--- src/rtl/double_hash_open_addressing_table_core_macros.svh ---
// Assertion macros for the double-hashed table core.
`ifndef DOUBLE_HASH_OPEN_ADDRESSING_TABLE_CORE_MACROS_SVH
`define DOUBLE_HASH_OPEN_ADDRESSING_TABLE_CORE_MACROS_SVH
`ifndef SYNTHESIS
`define DHOT_ASSERT(lbl, clk, rstn, prop) \
  lbl: assert property (@(posedge clk) disable iff (!rstn) prop) \
    else $error("dhot assertion failed");
`define DHOT_NEVER(lbl, clk, rstn, cond) \
  lbl: assert property (@(posedge clk) disable iff (!rstn) !(cond)) \
    else $error("dhot forbidden condition");
`else
`define DHOT_ASSERT(lbl, clk, rstn, prop)
`define DHOT_NEVER(lbl, clk, rstn, cond)
`endif
`endif

--- src/rtl/dhot_pkg.sv ---
`default_nettype none
package dhot_pkg;
  localparam int TableDepth = 1024;
  localparam int SlotW = $clog2(TableDepth);
  localparam int SizeW = 11;
  localparam int KeyW = 31;
  localparam int PayW = 32;
  localparam int MemW = 1 + KeyW + PayW;
  localparam logic [31:0] Golden = 32'h9E3779B9;

  typedef enum logic [1:0] {
    ST_INSERTED = 2'd0,
    ST_FOUND    = 2'd1,
    ST_MISSING  = 2'd2,
    ST_NO_SLOT  = 2'd3
  } status_t;

  typedef enum logic {
    OP_INSERT = 1'b0,
    OP_SEARCH = 1'b1
  } op_t;

  typedef enum logic [1:0] {
    F_IDLE,
    F_DIV,
    F_PUSH
  } fstate_t;

  typedef enum logic [1:0] {
    B_CLEAR,
    B_IDLE,
    B_READ,
    B_EVAL
  } bstate_t;

  typedef struct packed {
    logic             op;
    logic [KeyW-1:0]  key;
    logic [PayW-1:0]  payload;
    logic [SlotW-1:0] home;
    logic [SlotW-1:0] step;
    logic [SizeW-1:0] size;
  } req_t;

  typedef struct packed {
    logic clearing;
  } bk_stat_t;

  typedef struct packed {
    logic full;
    logic empty;
  } q_stat_t;
endpackage
`default_nettype wire

--- src/rtl/dhot_front.sv ---
`default_nettype none
module dhot_front (
  input  wire logic                         clk,
  input  wire logic                         rst_n,
  input  wire logic                         cfg_write_enable,
  input  wire logic [dhot_pkg::SizeW-1:0]   cfg_write_data,
  input  wire logic                         in_valid,
  output logic                              in_ready,
  input  wire logic                         in_operation,
  input  wire logic [dhot_pkg::KeyW-1:0]    in_key,
  input  wire logic [dhot_pkg::PayW-1:0]    in_payload_in,
  input  wire dhot_pkg::bk_stat_t           bk_stat,
  input  wire dhot_pkg::q_stat_t            q_stat,
  output logic                              q_push,
  output dhot_pkg::req_t                    q_data
);
  dhot_pkg::fstate_t state_r, state_nxt;
  logic [dhot_pkg::SizeW-1:0] size_cfg_r;
  logic [dhot_pkg::SizeW-1:0] size_eff;
  logic [dhot_pkg::SizeW-1:0] size_r;
  logic [4:0] cnt_r;
  logic op_r;
  logic [dhot_pkg::KeyW-1:0] key_r, dividend_r;
  logic [dhot_pkg::PayW-1:0] pay_r;
  logic [dhot_pkg::SlotW-1:0] rem_r, rem_nxt, step_r;
  logic [dhot_pkg::SlotW:0] rem_sh;
  logic [31:0] frac_r, frac_nxt;
  logic [41:0] prod;
  logic accept;

  always_comb begin
    if (size_cfg_r == '0) begin
      size_eff = dhot_pkg::SizeW'(1);
    end else if (size_cfg_r > dhot_pkg::SizeW'(dhot_pkg::TableDepth)) begin
      size_eff = dhot_pkg::SizeW'(dhot_pkg::TableDepth);
    end else begin
      size_eff = size_cfg_r;
    end
  end

  assign rem_sh = {rem_r, dividend_r[dhot_pkg::KeyW-1]};
  assign rem_nxt = (rem_sh >= size_r) ? dhot_pkg::SlotW'(rem_sh - size_r)
                                      : dhot_pkg::SlotW'(rem_sh);
  assign frac_nxt = 32'({1'b0, key_r} * dhot_pkg::Golden);
  assign prod = 42'(size_r - dhot_pkg::SizeW'(1)) * 42'(frac_r);
  assign accept = in_valid && in_ready;

  always_comb begin
    state_nxt = state_r;
    unique case (state_r)
      dhot_pkg::F_IDLE: if (accept) state_nxt = dhot_pkg::F_DIV;
      dhot_pkg::F_DIV:  if (cnt_r == 5'd30) state_nxt = dhot_pkg::F_PUSH;
      dhot_pkg::F_PUSH: if (!q_stat.full) state_nxt = dhot_pkg::F_IDLE;
      default:          state_nxt = dhot_pkg::F_IDLE;
    endcase
  end

  always_comb begin
    in_ready = 1'b0;
    q_push = 1'b0;
    unique case (state_r)
      dhot_pkg::F_IDLE: in_ready = !bk_stat.clearing;
      dhot_pkg::F_PUSH: q_push = !q_stat.full;
      default: ;
    endcase
  end

  always_ff @(posedge clk) begin
    if (!rst_n) begin
      state_r <= dhot_pkg::F_IDLE;
      size_cfg_r <= dhot_pkg::SizeW'(dhot_pkg::TableDepth);
      cnt_r <= '0;
    end else begin
      state_r <= state_nxt;
      if (cfg_write_enable) size_cfg_r <= cfg_write_data;
      if (accept) begin
        cnt_r <= '0;
      end else if (state_r == dhot_pkg::F_DIV) begin
        cnt_r <= cnt_r + 5'd1;
      end
    end
  end

  always_ff @(posedge clk) begin
    if (accept) begin
      op_r <= in_operation;
      key_r <= in_key;
      dividend_r <= in_key;
      pay_r <= in_payload_in;
      size_r <= size_eff;
      rem_r <= '0;
    end else if (state_r == dhot_pkg::F_DIV) begin
      dividend_r <= {dividend_r[dhot_pkg::KeyW-2:0], 1'b0};
      rem_r <= rem_nxt;
      if (cnt_r == 5'd0) frac_r <= frac_nxt;
      if (cnt_r == 5'd1) step_r <= prod[41:32] + dhot_pkg::SlotW'(1);
    end
  end

  assign q_data = '{op: op_r, key: key_r, payload: pay_r, home: rem_r,
                    step: step_r, size: size_r};
endmodule
`default_nettype wire

--- config.mk ---
export PLATFORM = sky130hd
export DESIGN_NAME = dhot_front
export DESIGN_NICKNAME = d
export VERILOG_FILES = /design/src/rtl/double_hash_open_addressing_table_core_macros.svh /design/src/rtl/dhot_pkg.sv /design/src/rtl/dhot_front.sv
export SDC_FILE = /design/constraint.sdc
export NUM_CORES = 2
export LEC_CHECK = 0
export BUFFER_PORTS_ARGS = -buffer_cell sky130_fd_sc_hd__buf_4
export CORE_ASPECT_RATIO = 0.8
export CORE_MARGIN = 5
export CORE_UTILIZATION = 50
export CTS_CLUSTER_SIZE = 8
export DETAILED_ROUTE_END_ITERATION = 10
export GPL_TIMING_DRIVEN = 1
export HOLD_SLACK_MARGIN = 0.1
export PLACE_DENSITY_LB_ADDON = 0.08
export SETUP_SLACK_MARGIN = 0.1
export SLEW_MARGIN = 20
export SYNTH_ARGS = -nofsm -noshare
export SYNTH_HDL_FRONTEND = slang
export SYNTH_SLANG_ARGS = --single-unit
--- constraint.sdc ---
create_clock -name clk -period 13.76 [get_ports clk]
set_input_delay 2.064 -clock clk [delete_from_list [all_inputs] [get_ports clk]]
set_output_delay 2.064 -clock clk [all_outputs]
set_load 0.05 [all_outputs]
## Word level (Yosys, flattened, before mapping)

Index checks and enable logic that the tools add are counted.

| storage, ports and cells | value |
|---|---|
| flip-flop bits (word level) | 176 |
| latch bits | 0 |
| RAM bits | 0 |
| memory bits (read-only) | 0 |
| output and inout bits | 97 |
| memories | 0 |

| operators by class | value |
|---|---|
| $add $sub $neg | 4 |
| $mul | 2 |
| divide/modulo/power cells | 0 |
| order comparisons | 2 |
| equal/unequal tests | 7 |
| shifts and indexed selects | 0 |
| mux-type cells | 10 |
| bitwise logic cells | 2 |
| reduce and logical (&&, ||, !) cells | 12 |

Operator list:

| operator | count |
|---|---|
| $mux W31 | 2 |
| $mul A12 B33 Y42 | 1 |
| $mul A31 B32 Y32 const B | 1 |
| $sub A11 B1 Y12 const B | 1 |
| $ge A11 B11 Y1 | 1 |
| $gt A11 B11 Y1 const B | 1 |
| $logic_not A11 Y1 | 1 |
| $mux W11 | 1 |
| $add A10 B1 Y10 const B | 1 |
| $mux W10 | 1 |
| $sub A10 B10 Y10 | 1 |
| $reduce_and A3 Y1 | 3 |
| $mux W2 | 3 |
| $ne A2 B2 Y1 const B | 3 |
| $pmux W2 S3 | 1 |
| $add A5 B1 Y5 const B | 1 |
| $eq A5 B1 Y1 const B | 1 |
| $eq A5 B5 Y1 const B | 1 |
| $logic_not A5 Y1 | 1 |
| $reduce_or A2 Y1 | 2 |
| $eq A2 B1 Y1 const B | 1 |
| $eq A2 B2 Y1 const B | 1 |
| $logic_not A1 Y1 | 2 |
| $logic_not A2 Y1 | 1 |
| other kinds (4) | 6 |

## Logic depth before layout (Yosys ltp)

| depth | value |
|---|---|
| depth in word-level cells | 5 |
| mapped depth | 32 |
| depth with buffers taken out | 30 |

## Worst setup path before layout

OpenSTA, ideal clock, no wires.

| timing | value |
|---|---|
| kind | register to register |
| from | register size_r[0] (netlist bit) |
| to | register step_r[8] (netlist bit) (data pin) |
| library setup time | 260 ps |
| data arrival time | 7597 ps |
| required time | 13500 ps |
| setup slack | 5903 ps |
| stages on the path, launching flop included | 31 |
| path buffers | 2 |
| clock period less this slack | 7857 ps |
| cell sequence | edfxtp_1 inv_1 clkbuf_1 ha_1 nand4_1 nor3_1 xnor2_1 clkbuf_1 nand2_1 fa_1 inv_1 fa_1 fa_1 fa_1 inv_1 fa_1 inv_1 ha_1 a2111oi_1 nand3_1 a2111oi_1 nor2_1 a211oi_2 nand2_1 inv_1 ha_1 inv_1 or3_1 o31a_1 a211oi_2 xnor2_1 |

| on the way | value |
|---|---|
| word-level cells in the longest chain between the ends | 3 |

Ends and longest elaborated chain:

| what | line | text |
|---|---|---|
| from (decl) | dhot_front.sv:20 | `logic [dhot_pkg::SizeW-1:0] size_r;` |
| from (signal assigned) | dhot_front.sv:90 | `size_r <= size_eff;` |
| $sub A11 B1 Y12 | dhot_front.sv:45 | `assign prod = 42'(size_r - dhot_pkg::SizeW'(1)) * 42'(frac_r);` |
| $mul A12 B33 Y42 | dhot_front.sv:45 |  |
| $add A10 B1 Y10 | dhot_front.sv:96 | `if (cnt_r == 5'd1) step_r <= prod[41:32] + dhot_pkg::SlotW'(1);` |
| to (signal assigned) | dhot_front.sv:96 |  |
| to (decl) | dhot_front.sv:25 | `logic [dhot_pkg::SlotW-1:0] rem_r, rem_nxt, step_r;` |

No other way between the ends.
A chain may end at the register's enable or synchronous reset.

## Final worst setup path

Same ends and word-level chain as after synthesis.

==> impl_metrics.toml <==
[route]
dr.pass1.iters = 5
drt-initial-drc-count = 994
ant_nets = 0
routedWlPerCell_microns = 19.20
totalWireLength_mm = 67.97
routed_via_density = 5.109
post-route-drc-count = 0
via_count = 18090

[logic_synthesis]
async_flop_share_pct = 0
yosysMostFrequentCell = "inv_1"
synth_fp_nets = 3573
synth_enable_flop_cells = 148
yosys_warnings = 0
syn_area_sq_um = 26900
synthesis.instances = 2700
ys_seq_elements = 176
ys_types = 71
synthTopCellsByCount = "inv_1 (677), fa_1 (503), nand2_1 (370)"
yosysTopAreaCellShare_pct = 37.43
syn_avg_cell_area_sq_um = 9.963
yosys-top-cells-area = "fa_1 (37%), edfxtp_1 (17%), ha_1 (13%), inv_1 (9.4%), nand2_1 (5.2%)"
synth_top_flop_cell = "edfxtp_1"
yosysTopAreaCell = "fa_1"
synth-seq-area-share_pct = 18.61

[clock_tree]
cts_buffers = 17
insertion_delay_ps = 460
ctsResizeCount = 0
cts_setup_buffers = 0
clockBufferDepth = 2
clock_sinks = 176
cts_tree = "yes"
h-tree-depth = 4
root_buffer = "clkbuf_16"
ctsHoldBuffers = 0
path_clk_slew_ps = 80

[finish]
nets = 3698
fill_cells = 4831
layout-drive-gt1-share_pct = 9.161
area_growth_pct = 9.959
final_util_pct = 55.25
antenna_cells = 0

[worst_setup_path]
arrival_ps = 8820
path_common_cell = "inv_1"
cpMaxStageDelayCell = "fa_1"
endpoint_kind = "flip-flop"
path_max_fanout = 32
critPathBufInv = 8
cpPeakStageDelay_ps = 580
crit_required_ps = 13970
start_kind = "flip-flop"
worst_path_dominant_cell_family = "adder cells"
crit_type = "reg -> reg"

[global_routing]
grt_pass1_vias = 19870
grt_pass1_wl_mm = 110.2
grt_max_degree = 93
grt_overflow = 0
grtUsageTotal_pct = 24.05
antenna_found_initial = 0

[timing]
slew_headroom_pct = 26.23
finalCritPeriodShare_pct = 62.62
fin_skew_ps = 19.35
worstMarginPinSlew_ps = 1107
max_freq_mhz = 116.1
layout_min_cycle_time_ps = 8617
rsz0062_at_grt = "no"
setup_viol = 0
drv_slew = 0
postLayoutSetupSlackWorst_ps = 5143
setup_tns_ps = 0
hold_viol = 0

[floorplan]
die-area_sq_um = 58570
fp.dieH_microns = 217.5
core_region_area_sq_um = 53540
die_w_microns = 269.3
initial_core_util_pct = 50.25
ios = 179
num_rows = 76

[flow_run]
maxCapViolCount = 0

[worst_hold_path]
hold_class = "reg -> reg"

[status]
run_status = "finished clean"

[placed_design]
place_ws_ps = 5217
dp_hpwl_mm = 55.74
io_buffers = 177
gp_congestion = 0.8687
through the flow:
| step | area [sq um] | hold slack (ps) | instances |
|---|---|---|---|
| finish | 29580 | 502.6 | 3540 |
| global route | 29580 | 528.1 | 3540 |
| CTS | 29570 | 504.4 | 3540 |
| detailed placement | 28940 | 496.9 | 3508 |
| global placement | 28940 | 492.0 | 3508 |
| floorplan | 26900 | 481.7 | 2700 |
path summary, 6_finish.rpt:
check	start	end	slack (ps)	cells after the start
setup / recovery	size_r[0]$_SDFFCE_PP1P_	step_r[8]$_DFFE_PP_	5140	30
hold / removal	rem_r[4]$_SDFFE_PP0P_	rem_r[4]$_SDFFE_PP0P_	500	2
hold reg to reg	rem_r[4]$_SDFFE_PP0P_	rem_r[4]$_SDFFE_PP0P_	500	2
setup reg to reg	size_r[0]$_SDFFCE_PP1P_	step_r[8]$_DFFE_PP_	5140	30
cell usage in the layout, fill, tap and decap left out, types with 3 or more instances in the layout:
| master | instances |
|---|---|
| nor4_1 | 7 |
| xnor2_2 | 6 |
| o21a_1 | 5 |
| edfxtp_1 | 148 |
| nor2b_1 | 31 |
| inv_1 | 676 |
| a41o_1 | 3 |
| nand2_1 | 370 |
| clkbuf_16 | 17 |
| fa_1 | 503 |
| dfxtp_1 | 28 |
| nor3b_1 | 3 |
| inv_6 | 3 |
| nand4_1 | 15 |
| nand3b_1 | 4 |
| mux2i_1 | 20 |
| a211oi_1 | 7 |
| inv_12 | 4 |
| or3_1 | 5 |
| a21o_1 | 18 |
| and2_1 | 88 |
| a21oi_1 | 39 |
| o31a_1 | 3 |
| o21ai_1 | 4 |
| o211ai_1 | 5 |
| o211a_1 | 3 |
| a21boi_0 | 4 |
| ha_1 | 288 |
| xnor2_1 | 63 |
| or2_2 | 16 |
| and3_1 | 8 |
| nor2_1 | 75 |
| buf_4 | 194 |
| nand2b_1 | 38 |
| o21ai_0 | 28 |
| clkinv_8 | 6 |
| nor3_1 | 17 |
| o21bai_1 | 5 |
| xor2_1 | 17 |
| nand3_1 | 12 |
registers in the layout, summed over array words and instances, names as in the netlist:
| signal | flops |
|---|---|
| op_r | 1 |
| rem_r | 10 |
| key_r | 31 |
| dividend_r | 31 |
| frac_r | 32 |
| cnt_r | 5 |
| state_r | 2 |
| pay_r | 32 |
| size_r | 11 |
| step_r | 10 |
| size_cfg_r | 11 |
kinds of logic (layout without fill, tap and decap cells):
group                    Yosys count  count (layout)  share of synthesized area (%)
AO/OA/AOI/OAI                    159             159                          4.014
XOR/XNOR                          87              87                          2.833
adder cells (fa/ha/maj)          791             791                          50.83
buffers and inverters            765             903                          10.74
flip-flops                       176             176                          18.61
multiplexers                      22              22                         0.8279
AND/OR/NAND/NOR                  700             700                          12.14
metal layers:
metal	track usage [%]	wire (microns)	up-vias	part of all wire, %
met4	4.683	920	0	1.4
li1	-	-	8425	-
met5	0	0	-	0
met2	38.93	31840	390	47
met1	34.95	31760	9219	47
met3	3.960	3445	51	5.1
tightest hold or removal path: stages, from the launching register on:
cell     delay [ps]
dfxtp_1         340
nand2_1          60
o21ai_0          60
area by class of cell:
type                    count  area (sq um)  share of cell area (%)
flip-flops and latches    176          5005                   16.92
clock inverters            15         209.0                  0.7064
inverters                 677          2544                   8.600
multi-input cells        1759         19060                   64.44
well taps                 702         878.3                   2.970
clock buffers              17         425.4                   1.438
repair buffers            194          1456                   4.924
Power is left out: the tool's default activity adds up to more than one toggle a clock period on the data nets, which glitch-free logic cannot reach.
