[src/rtl/double_hash_open_addressing_table_core_macros.svh]
// Assertion macros for the double-hashed table core.
`ifndef DOUBLE_HASH_OPEN_ADDRESSING_TABLE_CORE_MACROS_SVH
`define DOUBLE_HASH_OPEN_ADDRESSING_TABLE_CORE_MACROS_SVH
`ifndef SYNTHESIS
`define DHOT_ASSERT(lbl, clk, rstn, prop) \
  lbl: assert property (@(posedge clk) disable iff (!rstn) prop) \
    else $error("dhot assertion failed");
`define DHOT_NEVER(lbl, clk, rstn, cond) \
  lbl: assert property (@(posedge clk) disable iff (!rstn) !(cond)) \
    else $error("dhot forbidden condition");
`else
`define DHOT_ASSERT(lbl, clk, rstn, prop)
`define DHOT_NEVER(lbl, clk, rstn, cond)
`endif
`endif

[src/rtl/dhot_pkg.sv]
`default_nettype none
package dhot_pkg;
  localparam int TableDepth = 1024;
  localparam int SlotW = $clog2(TableDepth);
  localparam int SizeW = 11;
  localparam int KeyW = 31;
  localparam int PayW = 32;
  localparam int MemW = 1 + KeyW + PayW;
  localparam logic [31:0] Golden = 32'h9E3779B9;

  typedef enum logic [1:0] {
    ST_INSERTED = 2'd0,
    ST_FOUND    = 2'd1,
    ST_MISSING  = 2'd2,
    ST_NO_SLOT  = 2'd3
  } status_t;

  typedef enum logic {
    OP_INSERT = 1'b0,
    OP_SEARCH = 1'b1
  } op_t;

  typedef enum logic [1:0] {
    F_IDLE,
    F_DIV,
    F_PUSH
  } fstate_t;

  typedef enum logic [1:0] {
    B_CLEAR,
    B_IDLE,
    B_READ,
    B_EVAL
  } bstate_t;

  typedef struct packed {
    logic             op;
    logic [KeyW-1:0]  key;
    logic [PayW-1:0]  payload;
    logic [SlotW-1:0] home;
    logic [SlotW-1:0] step;
    logic [SizeW-1:0] size;
  } req_t;

  typedef struct packed {
    logic clearing;
  } bk_stat_t;

  typedef struct packed {
    logic full;
    logic empty;
  } q_stat_t;
endpackage
`default_nettype wire

[src/rtl/dhot_fifo.sv]
`default_nettype none
module dhot_fifo (
  input  wire logic           clk,
  input  wire logic           rst_n,
  input  wire logic           push,
  input  wire dhot_pkg::req_t push_data,
  input  wire logic           pop,
  output dhot_pkg::req_t      pop_data,
  output dhot_pkg::q_stat_t   stat
);
  dhot_pkg::req_t ent_r [2];
  logic wr_ptr_r, rd_ptr_r;
  logic [1:0] cnt_r;

  always_ff @(posedge clk) begin
    if (!rst_n) begin
      wr_ptr_r <= 1'b0;
      rd_ptr_r <= 1'b0;
      cnt_r <= '0;
    end else begin
      if (push) wr_ptr_r <= !wr_ptr_r;
      if (pop) rd_ptr_r <= !rd_ptr_r;
      cnt_r <= cnt_r + 2'(push) - 2'(pop);
    end
  end

  always_ff @(posedge clk) begin
    if (push) ent_r[wr_ptr_r] <= push_data;
  end

  assign pop_data = ent_r[rd_ptr_r];
  assign stat = '{full: cnt_r == 2'd2, empty: cnt_r == 2'd0};
endmodule
`default_nettype wire

[config.mk]
export PLATFORM = sky130hd
export DESIGN_NAME = dhot_fifo
export DESIGN_NICKNAME = d
export VERILOG_FILES = /design/src/rtl/double_hash_open_addressing_table_core_macros.svh /design/src/rtl/dhot_pkg.sv /design/src/rtl/dhot_fifo.sv
export SDC_FILE = /design/constraint.sdc
export NUM_CORES = 1
export LEC_CHECK = 0
export BUFFER_PORTS_ARGS = -buffer_cell sky130_fd_sc_hd__buf_2
export CELL_PAD_IN_SITES_DETAIL_PLACEMENT = 1
export CELL_PAD_IN_SITES_GLOBAL_PLACEMENT = 1
export CORE_MARGIN = 2
export CORE_UTILIZATION = 41
export CTS_CLUSTER_SIZE = 25
export DETAILED_ROUTE_END_ITERATION = 16
export PLACE_DENSITY = 0.79
export SETUP_SLACK_MARGIN = 0.4
export SKIP_CTS_REPAIR_TIMING = 1
export SYNTH_ARGS = -nofsm -noshare
export SYNTH_HDL_FRONTEND = slang
export SYNTH_SLANG_ARGS = --single-unit
export TNS_END_PERCENT = 1
[constraint.sdc]
create_clock -name clk -period 6.55 [get_ports clk]
set_input_delay 1.31 -clock clk [delete_from_list [all_inputs] [get_ports clk]]
set_output_delay 1.31 -clock clk [all_outputs]
set_load 0.005 [all_outputs]
Yosys cells after proc, flatten, opt, wreduce, memory -nomap -nowiden --
Memories as Yosys holds them, arrays and structs flattened. A register that Yosys moved wholly into a read port is not among the register bits. Cells that the tools add are included.
Word-level totals: register bits 4, bits in latches 0, bits in writable memories 190, memory bits (read-only) 0, bits of input ports 99, output and inout bits 97, word-level logic and storage cells 14, memories 1
Memories:
- ent_r | depth 2, width 95, rd ports 1, clocked after Yosys merged registers in 1, write ports 1, line dhot_fifo.sv:11 | dhot_pkg::req_t ent_r [2];
Operators by class: $add $sub $neg 2, multipliers 0, divide/modulo/power cells 0, $lt $le $gt $ge 0, eq/ne operators 1, shift operators 0, muxes and demuxes 4, bitwise operators 0, reduce and logical (&&, ||, !) cells 3
Operators by type and width (number):
- $mux W1 | 4
- $add A2 B1 Y2 | 1
- $eq A2 B2 Y1 const B | 1
- $logic_not A1 Y1 | 2
- $logic_not A2 Y1 | 1
- $sub A2 B1 Y2 | 1

Longest topological paths before layout --
Gate-level depths: netlist of run 1.
word-level depth 3, depth in mapped cells 6, mapped depth without buffers 6

Worst setup path before layout of run 1 --
No wires, ideal clock.
path type input to register, start input push, end memory ent_r[0][0] (netlist bit), enable pin, setup time 0.561 ns, data arrival time 5.480 ns, data required time 5.989 ns, slack 0.509 ns, stages 1, buffers on the path 0, cell sequence nor2b_1
On the way: longest elaborated chain between the ends 2
RTL lines:
- start, declared | line dhot_fifo.sv:5 | input wire logic push,
- $mux W1 | line dhot_fifo.sv:28 | if (push) ent_r[wr_ptr_r] <= push_data;
- $mux W1 (not written as such) | line dhot_fifo.sv:28
- end, declared | line dhot_fifo.sv:11
Every way passes these cells.

==> impl_metrics.json, run 1 <==
{
  "grt_max_degree": 71,
  "power.share.clock_pct": 36.7,
  "die_x_um": 137.4,
  "start_util_pct": 42.01,
  "path_class": "flip-flop to output port",
  "ys_types": 15,
  "postSynthCellCount": 317,
  "postPlaceCellArea_um2": 8489,
  "worst_hold_slack_ns": 0.6002,
  "vias": 3600,
  "synth-main-ff-cell": "edfxtp_1",
  "switching_share_pct": 20.60,
  "clk_latency_ns": 0.42,
  "fin_nets": 625,
  "syn_area_um2": 7291,
  "startpoint_type": "flip-flop",
  "drive_above_1_share_pct": 60.56,
  "die-area_um2": 18870,
  "n_antenna_cell": 0,
  "hold_path_class": "flip-flop to flip-flop",
  "viasPerCell": 4.737,
  "ctsLongestPathBuffers": 2,
  "cts_buffers": 17,
  "finalSetupViolations": 0,
  "clkSlewWorstSetupHoldPaths_ns": 0.07,
  "fmax_mhz": 254.8,
  "drt_iter0_drc": 184,
  "r2r_slack_ns": 4.46,
  "tightest_slew_ns": 1.098,
  "core_um2": 17360,
  "yosys-top-cells-area": "edfxtp_1 78%, mux2_4 10%, mux2_2 7.0%",
  "root_buffer": "clkbuf_16",
  "final_cells": 760,
  "syn_area_per_cell_um2": 23.00,
  "first_global_vias": 3836,
  "pwr-share-seq_pct": 53.7,
  "yosys.area.top_type_share_pct": 78.26,
  "post-route-period-util_pct": 59.91,
  "io_buffers": 195,
  "firstDrtPassIters": 4,
  "powerDensity_nw_per_um2": 304.5,
  "yosys.area.top_type": "edfxtp_1",
  "detail-route-antenna-nets": 0,
  "p_sw_uw": 568.1,
  "end_kind": "output port",
  "yosys-top-cells-count": "190 x edfxtp_1, 50 x mux2_4, 45 x mux2_2",
  "io_pins": 196,
  "p_leak_uw": 0.003513,
  "die_y_um": 137.4,
  "intPower_uw": 2190,
  "fin_ws_ns": 2.626,
  "h-tree-depth": 4,
  "cts_sinks": 195,
  "worstPathMaxFanout": 70,
  "synth-async-reset-ratio_pct": 0,
  "finClkSkew_ns": 0.009618,
  "antenna_found_initial": 0,
  "finalWeightedCongestion": 0.7372,
  "stdcell_area_um2": 9059,
  "finalMaxSlewViolations": 0,
  "period_needed_ns": 3.924,
  "dp.cells": 730,
  "cap_violations": 0,
  "wl_per_cell_um": 19.17,
  "finalSetupTns_ns": 0,
  "yosysMostFrequentCell": "edfxtp_1",
  "ys_seq_elements": 195,
  "synth.yosys.seq_area_share_pct": 79.63,
  "drc": 0,
  "status": "complete, no violations",
  "grt_usage_pct": 15.33,
  "ys_warn_count": 0,
  "slew_headroom_pct": 26.81,
  "synth_edf_count": 190,
  "grt_pass1_wl_um": 21200,
  "vdd_drop_max_mv": 0.1804,
  "row_count": 48,
  "hpwlAfterDp_um": 10130,
  "cts_tree": "done",
  "drt-total-wl_um": 14570,
  "area_growth_pct": 24.25,
  "rsz0062_at_grt": "false",
  "grt_overflow": 0,
  "hold_viol_final": 0,
  "crit_arrival_ns": 2.61,
  "synth.net_count": 418,
  "worstPathRequired_ns": 5.24,
  "comb_power_share_pct": 9.7,
  "place_ws_ns": 3.008
}
metrics by stage:
| step | power, µW | util, % |
|---|---|---|
| after floorplan | 1655 | - |
| after global placement | 1763 | 48.91 |
| after detailed placement | 1781 | 48.91 |
| after CTS | 2795 | 52.19 |
| after global routing | 2863 | 52.19 |
| final | 2759 | 52.19 |
state kept, by name, summed over array words and instances, names as in the netlist, named ones only:
signal / flops
rd_ptr_r: 1
ent_r: 190
cnt_r: 2
wr_ptr_r: 1
final timing paths:
path	start	endpoint	cells past startpoint
min reg2reg	rd_ptr_r	flip-flop	2
max reg2reg	wr_ptr_r	ent_r[1][71]	2
max	flip-flop	pop_data[1]	3
min	rd_ptr_r	flip-flop	2
layer usage:
metal  global-route usage (%)  vias up  share of wire [%]
met5                        0        -                  0
met4                    6.644        0                2.1
met3                    4.305       20                6.8
met2                    24.41      148                 49
met1                    19.73     1773                 42
li1                         -     1659                  -
power by group through the flow:
stage	Clock [µW]	Sequential, µW	Combinational, µW
floorplan	0	1490	168
global placement	0	1500	259
global route	1080	1490	290
detailed placement	0	1510	271
CTS	1040	1480	273
finish	1010	1480	266
worst max-delay path: stages, from the launching register on:
cell     delay, ns
dfxtp_4       1.08
buf_4         0.55
mux2_2        0.39
buf_2         0.13
kinds of logic after synthesis:
group,count (synthesis),synth area share (%)
simple gates,9,0.7378
buf+inv,13,1.510
mux,95,17.25
flops,195,79.63
compound gates,1,0.1030
xor+xnor,2,0.4290
fa+ha+maj,2,0.3432
layout make-up:
| class | instances | area, µm² |
|---|---|---|
| clock buffers | 19 | 432.9 |
| inverters | 2 | 7.507 |
| fillers | 1662 | 8298 |
| well taps | 225 | 281.5 |
| multi-input cells | 109 | 1385 |
| flip-flops and latches | 195 | 5809 |
| clock inverters | 11 | 136.4 |
| repair buffers | 199 | 1006 |
cells in the final DEF (no fill, tap or decap):
master / instances
clkinv_2: 5
nor2b_4: 1
ha_1: 2
edfxtp_1: 190
nor2b_1: 3
clkinv_4: 1
nor2_1: 1
xor2_1: 1
clkbuf_1: 2
and2_1: 3
inv_1: 2
xnor3_1: 1
dfxtp_4: 1
bufinv_16: 3
buf_4: 4
mux2_2: 45
inv_6: 1
clkbuf_16: 17
buf_2: 195
clkinv_1: 1
and2_4: 1
dfxtp_1: 4
mux2_4: 50
o21a_1: 1
(Power assumes the default switching activity.)
==> run 2: changes to the inputs <==
- ABC_AREA: not set -> 1
- clock period: 6.55 -> 3.8 ns (I/O delays scaled with it)
==> run 2 against run 1 <==
Effect of this change:
- non-clock buffer count increased by 1
- area after synthesis did not move
- total power up 71%
- routed wire length shrank 2.0%
- combinational power grew 62%
- global-route usage about the same
- synthesized cell count is 3.8% higher
- clock-buffer cell count decreased by 2
- final cell count up 2.0%
- core utilization up 0.40 points
- clock skew decreased by 0.0032 ns
- worst setup slack got worse by 1.6 ns
- critical endpoint unchanged
- largest cell class unchanged
- largest power group unchanged
==> impl_metrics.json, run 2 <==
{
  "cap_violations": 0,
  "vdd_drop_max_mv": 0.3615,
  "clkSlewWorstSetupHoldPaths_ns": 0.07,
  "final-seq-area_um2": 5809,
  "syn_area_um2": 7291,
  "detail-route-antenna-nets": 0,
  "path_class": "flip-flop to output port",
  "postSynthCellCount": 329,
  "startpoint_type": "flip-flop",
  "yosys.area.top_type": "edfxtp_1",
  "area_growth_pct": 25.21,
  "finalSetupTns_ns": 0,
  "yosys.area.top_type_share_pct": 78.26,
  "nFillCells": 1666,
  "dp.cells": 743,
  "h-tree-depth": 4,
  "first_global_vias": 3999,
  "vias": 3697,
  "finClkSkew_ns": 0.006405,
  "root_buffer": "clkbuf_16",
  "drt-total-wl_um": 14280,
  "rsz0062_at_grt": "false",
  "grt_usage_pct": 15.30,
  "firstDrtPassIters": 4,
  "antenna_found_initial": 0,
  "yosys-top-cells-area": "edfxtp_1 78%, mux2_4 10%, mux2_2 7.0%",
  "grt_max_degree": 54,
  "powerDensity_nw_per_um2": 516.8,
  "hold_viol_final": 0,
  "cts_sinks": 195,
  "io_buffers": 195,
  "row_count": 48,
  "grt_pass1_wl_um": 21440,
  "n_antenna_cell": 0,
  "worstPathMaxFanout": 46,
  "synth-main-ff-cell": "edfxtp_1",
  "ys_warn_count": 0,
  "tightest_slew_ns": 0.5995,
  "final_common_cell": "buf_2",
  "fmax_mhz": 366.6,
  "fin_nets": 638,
  "end_kind": "output port",
  "finalSetupViolations": 0,
  "finalWeightedCongestion": 0.7102,
  "yosysMostFrequentCell": "edfxtp_1",
  "final_cells": 775,
  "synth.yosys.seq_area_share_pct": 79.63,
  "largest_reg_flops": 190,
  "status": "complete, no violations",
  "syn_area_per_cell_um2": 22.16,
  "drc": 0,
  "io_pins": 196,
  "synth_edf_count": 190,
  "reg_top3": "ent_r: 190 flops, cnt_r: 2 flops",
  "mostFrequentLayoutCells": "195 x buf_2, 190 x edfxtp_1, 50 x mux2_4",
  "period_needed_ns": 2.728,
  "die_y_um": 137.4,
  "die-area_um2": 18870,
  "ys_seq_elements": 195,
  "yosys-top-cells-count": "190 x edfxtp_1, 50 x mux2_4, 45 x mux2_2",
  "slew_headroom_pct": 60.03,
  "multi_input_area_um2": 1364,
  "drt_iter0_drc": 214,
  "cts_buffers": 17,
  "cts_tree": "done",
  "regMostFlops": "ent_r",
  "post-route-period-util_pct": 71.78,
  "start_util_pct": 42.01,
  "hold_path_class": "flip-flop to flip-flop",
  "synth-async-reset-ratio_pct": 0,
  "crit_arrival_ns": 1.97,
  "hpwlAfterDp_um": 9997,
  "synth.net_count": 430,
  "finalMaxSlewViolations": 0,
  "clk_latency_ns": 0.42,
  "worstPathRequired_ns": 3.04,
  "die_x_um": 137.4,
  "grt_overflow": 0,
  "p_leak_uw": 0.003551,
  "wl_per_cell_um": 18.43,
  "ctsLongestPathBuffers": 2,
  "core_um2": 17360,
  "ys_types": 13,
  "drive_above_1_share_pct": 60.00,
  "viasPerCell": 4.770
}
==> run 2: changes by cell type after synthesis, moves of 4 or more <==
cell	change
nand2_1	+8
nor2_1	+8
nor2b_1	-4
and2_1	-4
inv_1	+5
==> run 2: cells by family after synthesis <==
family | synth area share, %
simple gates | 0.9438
compound gates | 0.06858
buf+inv | 1.768
mux | 17.25
flops | 79.63
fa+ha+maj | 0.3432
==> run 2: cell type report <==
| class | instances | share of cell area (%) |
|---|---|---|
| Sequential cell | 195 | 63.64 |
| Inverter | 7 | 0.3152 |
| Multi-Input combinational cell | 116 | 14.94 |
| Clock buffer | 17 | 4.660 |
| Timing Repair Buffer | 200 | 11.51 |
| Tap cell | 225 | 3.084 |
| Clock inverter | 15 | 1.850 |
==> run 2: where the power goes <==
part	internal [µW]	switching (µW)
clock	937	822
combinational	230	200
sequential	2490	41.6
total	3650	1060
==> run 2: worst paths after layout <==
check,startpoint,cells after the start,slack [ns],to
max,flip-flop,3,1.07,pop_data[1]
max reg2reg,wr_ptr_r,3,2.05,ent_r[1][25]
min reg2reg,rd_ptr_r,2,0.51,flip-flop
min,rd_ptr_r,2,0.51,flip-flop
==> run 2: per-stage QoR <==
stage | hold slack [ns] | total power, µW | util (%) | setup slack (ns) | area, µm²
CTS | 0.5071 | 4774 | 52.60 | 1.026 | 9129
global placement | 0.4755 | 2989 | 49.17 | 1.507 | 8534
floorplan | 0.4635 | 2806 | - | 0.6780 | 7298
detailed placement | 0.4950 | 3019 | 49.17 | 1.473 | 8534
finish | 0.5062 | 4718 | 52.60 | 1.072 | 9129
global route | 0.5056 | 4893 | 52.60 | 0.9497 | 9129
==> run 2: layer usage <==
metal	wire (µm)	up-vias	global-route usage [%]
met1	5923	1840	19.09
met2	7128	146	25.46
met4	199	0	5.326
met3	1028	14	4.562
met5	0	-	0
li1	-	1697	-
==> run 2: worst max-delay path: stages, from the launching register on <==
cell     delay (ns)
dfxtp_4        0.64
buf_12         0.35
mux2_2         0.39
buf_2          0.13
